File: src/hw/rtl/epq_pkg.sv
// Shared types, constants and command structs for the event priority queue.
package epq_pkg;

    localparam int Capacity = 64;
    localparam int AddrW    = $clog2(Capacity);
    localparam int CountW   = $clog2(Capacity + 1);
    localparam int OccW     = 7;
    localparam int EntryW   = 32 + 32 + 17;

    localparam logic       OP_PUSH      = 1'b0;
    localparam logic       OP_POP       = 1'b1;
    localparam logic [1:0] STATUS_OK    = 2'd0;
    localparam logic [1:0] STATUS_EMPTY = 2'd1;
    localparam logic [1:0] STATUS_FULL  = 2'd2;

    typedef struct packed {
        logic        op;
        logic [31:0] event_time;
        logic [15:0] customer_id;
        logic        event_kind;
    } in_item_t;

    typedef struct packed {
        logic [1:0]  status;
        logic [31:0] out_time;
        logic [15:0] out_customer;
        logic        out_kind;
        logic [6:0]  occupancy;
    } out_item_t;

    typedef struct packed {
        logic [31:0] etime;
        logic [31:0] tag;
        logic [16:0] payload;
    } entry_t;

    // x before y in heap order
    function automatic logic earlier(entry_t x, entry_t y);
        logic r;
        if (x.etime != y.etime) begin
            r = x.etime < y.etime;
        end else begin
            r = x.tag < y.tag;
        end
        return r;
    endfunction

    // Controller to datapath commands
    typedef struct packed {
        logic load_req;     // latch request, start an operation
        logic push_init;    // write new entry at the tail, pos = tail
        logic pop_init;     // read top (root) entry
        logic pop_move;     // latch top, read last entry, pos = 0
        logic rd_parent;    // read parent of pos
        logic up_step;      // compare/swap with parent
        logic rd_left;      // read left child
        logic rd_right;     // read right child
        logic dn_step;      // compare/swap with best child
        logic finish;       // write current entry at pos
    } epq_cmd_t;

    typedef struct packed {
        logic is_pop;
        logic empty;
        logic full;
        logic at_root;
        logic has_left;
        logic has_right;
        logic swap_up;
        logic swap_dn;
        logic one_left;     // pop leaves heap empty
    } epq_stat_t;

endpackage

File: src/hw/rtl/epq_ctrl.sv
// Sequencer for push sift-up and pop sift-down.
module epq_ctrl (
    input  logic                aclk,
    input  logic                aresetn,
    input  logic                s_valid,
    output logic                s_ready,
    output logic                m_valid,
    input  logic                m_ready,
    input  epq_pkg::epq_stat_t  stat,
    input  epq_pkg::out_item_t  result,
    output epq_pkg::epq_cmd_t   cmd,
    output epq_pkg::out_item_t  m_data
);
    localparam logic [3:0] S_IDLE   = 4'd0;
    localparam logic [3:0] S_DECODE = 4'd1;
    localparam logic [3:0] S_UP_RD  = 4'd2;
    localparam logic [3:0] S_UP_CMP = 4'd3;
    localparam logic [3:0] S_POP_RD = 4'd4;
    localparam logic [3:0] S_POP_MV = 4'd5;
    localparam logic [3:0] S_DN_L   = 4'd6;
    localparam logic [3:0] S_DN_R   = 4'd7;
    localparam logic [3:0] S_DN_CMP = 4'd8;
    localparam logic [3:0] S_FIN    = 4'd9;
    localparam logic [3:0] S_DONE   = 4'd10;

    logic [3:0] state_reg, state_next;
    logic       m_valid_reg, m_valid_next;
    epq_pkg::out_item_t m_data_reg, m_data_next;
    logic [1:0] st_reg, st_next;

    assign s_ready = state_reg == S_IDLE;
    assign m_valid = m_valid_reg;
    assign m_data  = m_data_reg;

    always_comb begin
        state_next   = state_reg;
        m_valid_next = m_valid_reg && !m_ready;
        m_data_next  = m_data_reg;
        st_next      = st_reg;
        cmd          = '0;
        case (state_reg)
            S_IDLE: begin
                if (s_valid && s_ready) begin
                    cmd.load_req = 1'b1;
                    state_next   = S_DECODE;
                end
            end
            S_DECODE: begin
                st_next = epq_pkg::STATUS_OK;
                if (stat.is_pop) begin
                    if (stat.empty) begin
                        st_next    = epq_pkg::STATUS_EMPTY;
                        state_next = S_DONE;
                    end else begin
                        cmd.pop_init = 1'b1;
                        state_next   = S_POP_RD;
                    end
                end else if (stat.full) begin
                    st_next    = epq_pkg::STATUS_FULL;
                    state_next = S_DONE;
                end else begin
                    cmd.push_init = 1'b1;
                    state_next    = S_UP_RD;
                end
            end
            S_UP_RD: begin
                if (stat.at_root) begin
                    state_next = S_FIN;
                end else begin
                    cmd.rd_parent = 1'b1;
                    state_next    = S_UP_CMP;
                end
            end
            S_UP_CMP: begin
                cmd.up_step = 1'b1;
                state_next  = stat.swap_up ? S_UP_RD : S_FIN;
            end
            S_POP_RD: begin
                cmd.pop_move = 1'b1;
                state_next   = stat.one_left ? S_DONE : S_DN_L;
            end
            S_DN_L: begin
                cmd.rd_left = 1'b1;
                state_next  = stat.has_left ? S_DN_R : S_FIN;
            end
            S_DN_R: begin
                cmd.rd_right = 1'b1;
                state_next   = S_DN_CMP;
            end
            S_DN_CMP: begin
                cmd.dn_step = 1'b1;
                state_next  = stat.swap_dn ? S_DN_L : S_FIN;
            end
            S_FIN: begin
                cmd.finish = 1'b1;
                state_next = S_DONE;
            end
            S_DONE: begin
                if (!m_valid_reg) begin
                    cmd.finish   = 1'b0;
                    m_data_next  = result;
                    m_data_next.status = st_reg;
                    if (st_reg != epq_pkg::STATUS_OK) begin
                        m_data_next.out_time     = '0;
                        m_data_next.out_customer = '0;
                        m_data_next.out_kind     = 1'b0;
                    end
                    m_valid_next = 1'b1;
                    state_next   = S_IDLE;
                end
            end
            default: state_next = S_IDLE;
        endcase
    end

    always_ff @(posedge aclk) begin
        m_data_reg <= m_data_next;
        st_reg     <= st_next;
        if (!aresetn) begin
            state_reg   <= S_IDLE;
            m_valid_reg <= 1'b0;
        end else begin
            state_reg   <= state_next;
            m_valid_reg <= m_valid_next;
        end
    end
endmodule

File: config.mk
export PLATFORM = sky130hd
export DESIGN_NAME = epq_ctrl
export DESIGN_NICKNAME = d
export VERILOG_FILES = /design/src/hw/rtl/epq_pkg.sv /design/src/hw/rtl/epq_ctrl.sv
export SDC_FILE = /design/constraint.sdc
export NUM_CORES = 1
export LEC_CHECK = 0
export ABC_AREA = 1
export BUFFER_PORTS_ARGS = -buffer_cell sky130_fd_sc_hd__buf_2
export CAP_MARGIN = 30
export CORE_MARGIN = 2
export CORE_UTILIZATION = 48
export DETAILED_ROUTE_END_ITERATION = 10
export MAX_ROUTING_LAYER = met4
export PLACE_DENSITY_LB_ADDON = 0.2
export SYNTH_ARGS = -nofsm -noshare
export SYNTH_HDL_FRONTEND = slang
export SYNTH_SLANG_ARGS = --single-unit
File: constraint.sdc
create_clock -name aclk -period 11.8 [get_ports aclk]
set_input_delay 0.59 -clock aclk [delete_from_list [all_inputs] [get_ports aclk]]
set_output_delay 0.59 -clock aclk [all_outputs]
set_load 0.03 [all_outputs]
==> impl_results.md <==
* Final setup vio count at 0
* Critical path fanouts, max at 5
* Element type at the critical path end: primary output
* Final ANT Viol Nets at 0
* Post-synthesis cell count at ~260
* Core area at 5440 µm²
* Most common cell after layout, fill and taps aside: buf_2
* Vias post-DR at roughly 2100
* Synth Cell Area at between 2000 and 3000 µm²
* Hold Slack at about 0.43 ns
* Die area at around 6200 µm²
* Final hold vios at 0
* Slowest CP cell: dfxtp_1
* # hold bufs at CTS at 0
* Number of flip-flops under the largest register name at 58
* Avg Cell Area, Syn at roughly 10 µm²
* CTS H-tree depth at 3
* Final Cell Area at between 3000 and 4000 µm²
* Count of cell types in the netlist at 15
* # diodes at 0
* Delay-heaviest family, CP: simple AND/OR/NAND/NOR gates
* Slowest cell delay on critical path at between 0.3 and 0.4 ns
* First-pass GRT wire length at 8420 µm
* WP buf/inv at 3
* Sequential fraction of the synthesis area at a little under three quarters
* GRT overflow at 0
* Fillers at ~470
* Max_slew headroom at 38.5%
* Fmax at roughly 480 MHz
* Port-buffer cells at between 100 and 150
* Cell Rows at 27
* Min cycle time layout at ~2.1 ns
* Depth of the worst register-to-register path at 3
* Cells along the critical path: inv_1, nand2_1, nor2_2, nand3_1, inv_1, buf_2
* RSZ-0062 raised after global routing: no
* Vias per cell at about 4.4
* Metal-1 WL at roughly 2400 µm
* Area occupied by multi-input gates at 477 µm²
* GP Congestion at 0.896
* Synthesis-to-layout area growth at 34.3%
* Layout cells sized above 1 at between 30% and 40%
* Synthesized Nets at 330
* Clk_skew at 0.00986 ns
* Most frequent cells in the layout: buf_2, inv_1, nor2_1
* Worst Path Required at 11.21 ns
* Critical path arrival at 1.51 ns
* Hold Path Cell Cnt at 1
* Die X at between 70 and 80 µm
* GRT Total Usage at 18.6%
* CTS tree: built
* Wirelength per Cell at 11.6 µm
* Largest net degree at the start of global routing at 60
* Final Max Tran Viols at 0
* Final Cycle Share at about 18%
* Total power at a little under 0.0006 W
* Max_cap viols at 0
* Detailed Route Iter0 Violations at around 110
* VDD IR max at between 0.15 and 0.2 mV
* Register bit count reported by yosys at 65
* NumNets Final at approximately 470
* CTS Buffer Depth at 2
* Routed wl met3 at about 480 µm
* Pwr dens at roughly 160 nW/µm²
* Met2 Wirelength at roughly 2600 µm
* DR top layer: met4
* Crit Path Category: reg -> out
* P_leak at 1.91 nW
* Critical Path Start Type: flop
* Initial core utilization at around 49%
* I/O Pins at around 140
* Detail Placement HPWL at 3830 µm
* Reg clk slew, reported paths at ~0.070 ns
* DRT Wirelength at 5540 µm
* Vias in the first global route at between 1500 and 2000
* Placed inst area at between 3000 and 4000 µm²
* Tightest Pin Transition at between 0.9 and 1 ns
* CTS root buffer: clkbuf_8
* Worst hold path type: in -> reg
* Storage cell area at roughly 1900 µm²
* Die outline height at approximately 79 µm
* Resize count post-CTS at 0
* Worst path depth at 6
* Skew-Pair Late Insertion Delay at roughly 0.34 ns
* Num CTS Buffers at 9
* Pre-antenna DRT Iters at 5
* Post-CTS Setup Bufs at 0
* CTS sink count at 65
* Post-Route Setup TNS at 0 ns
* Status: finished, final reports clean
* Cell mode on critical path: inv_1
* Antenna violations before repair at 0
* Residual DRC at 0
* Warnings from Yosys at 0
## metrics by stage
step	worst slack [ns]	util, %	cells
detailed placement	10.01	63.2	463
finish	9.70	66.0	478
global placement	10.00	63.2	463
global route	9.55	66.0	478
floorplan	5.05	-	259
CTS	9.68	66.0	478
## synthesized netlist by cell type
cell,n,share of area (%)
nand3_1,11,2.1
buf_2,2,0.37
nand2_1,25,3.5
clkbuf_1,4,0.56
edfxtp_1,60,67
nor3_1,1,0.19
nand3b_1,1,0.28
nor2_1,65,9.1
nor4_1,3,0.70
nor2_2,2,0.47
o21ai_0,4,0.75
inv_1,74,10
dfxtp_1,5,3.7
or2_1,1,0.23
o21a_1,1,0.28
## logic make-up (layout without fill, tap and decap cells)
kind of cell / after synthesis / count (layout) / share of synthesized area, %
AOI/OAI and AO/OA: 5 / 5 / 1.03
buffers and inverters: 80 / 227 / 11.3
DFF: 65 / 65 / 71.1
and+or+nand+nor: 109 / 109 / 16.6
## worst paths after layout
kind | start | to | slack (ns)
hold reg to reg | st_reg[1]$_SDFFCE_PP0P_ | m_data[57]$_DFFE_PP_ | 0.44
setup reg to reg | state_reg[3]$_SDFFE_PN0P_ | m_data[35]$_SDFFCE_PP0P_ | 10.07
hold / removal | result[0] | m_data[0]$_DFFE_PP_ | 0.43
setup / recovery | state_reg[3]$_SDFFE_PN0P_ | cmd[7] | 9.70
## where the power goes
part / leakage (nW) / switching [W] / total (W) / internal (W)
Combinational: 1.24 / 0.000108 / 0.000152 / 0.0000438
Clock: 0.0766 / 0.0000781 / 0.000152 / 0.0000736
Sequential: 0.592 / 0.00000967 / 0.000285 / 0.000275
## cell type report
| cell class | count | area share, % |
|---|---|---|
| clock inverters | 4 | 0.592 |
| multi-input cells | 114 | 13.3 |
| flip-flops and latches | 65 | 52.9 |
| clock buffers | 11 | 3.66 |
| well taps | 72 | 2.51 |
| repair buffers | 138 | 19.3 |
| inverters | 74 | 7.73 |
## metal layers
| layer | vias to the layer above | track usage (%) |
|---|---|---|
| met1 | 918 | 22.4 |
| li1 | 1072 | - |
| met5 | - | - |
| met3 | 9 | 6.32 |
| met2 | 98 | 29.2 |
| met4 | 0 | 6.84 |
No activity file was read; power rests on OpenSTA's default activity.
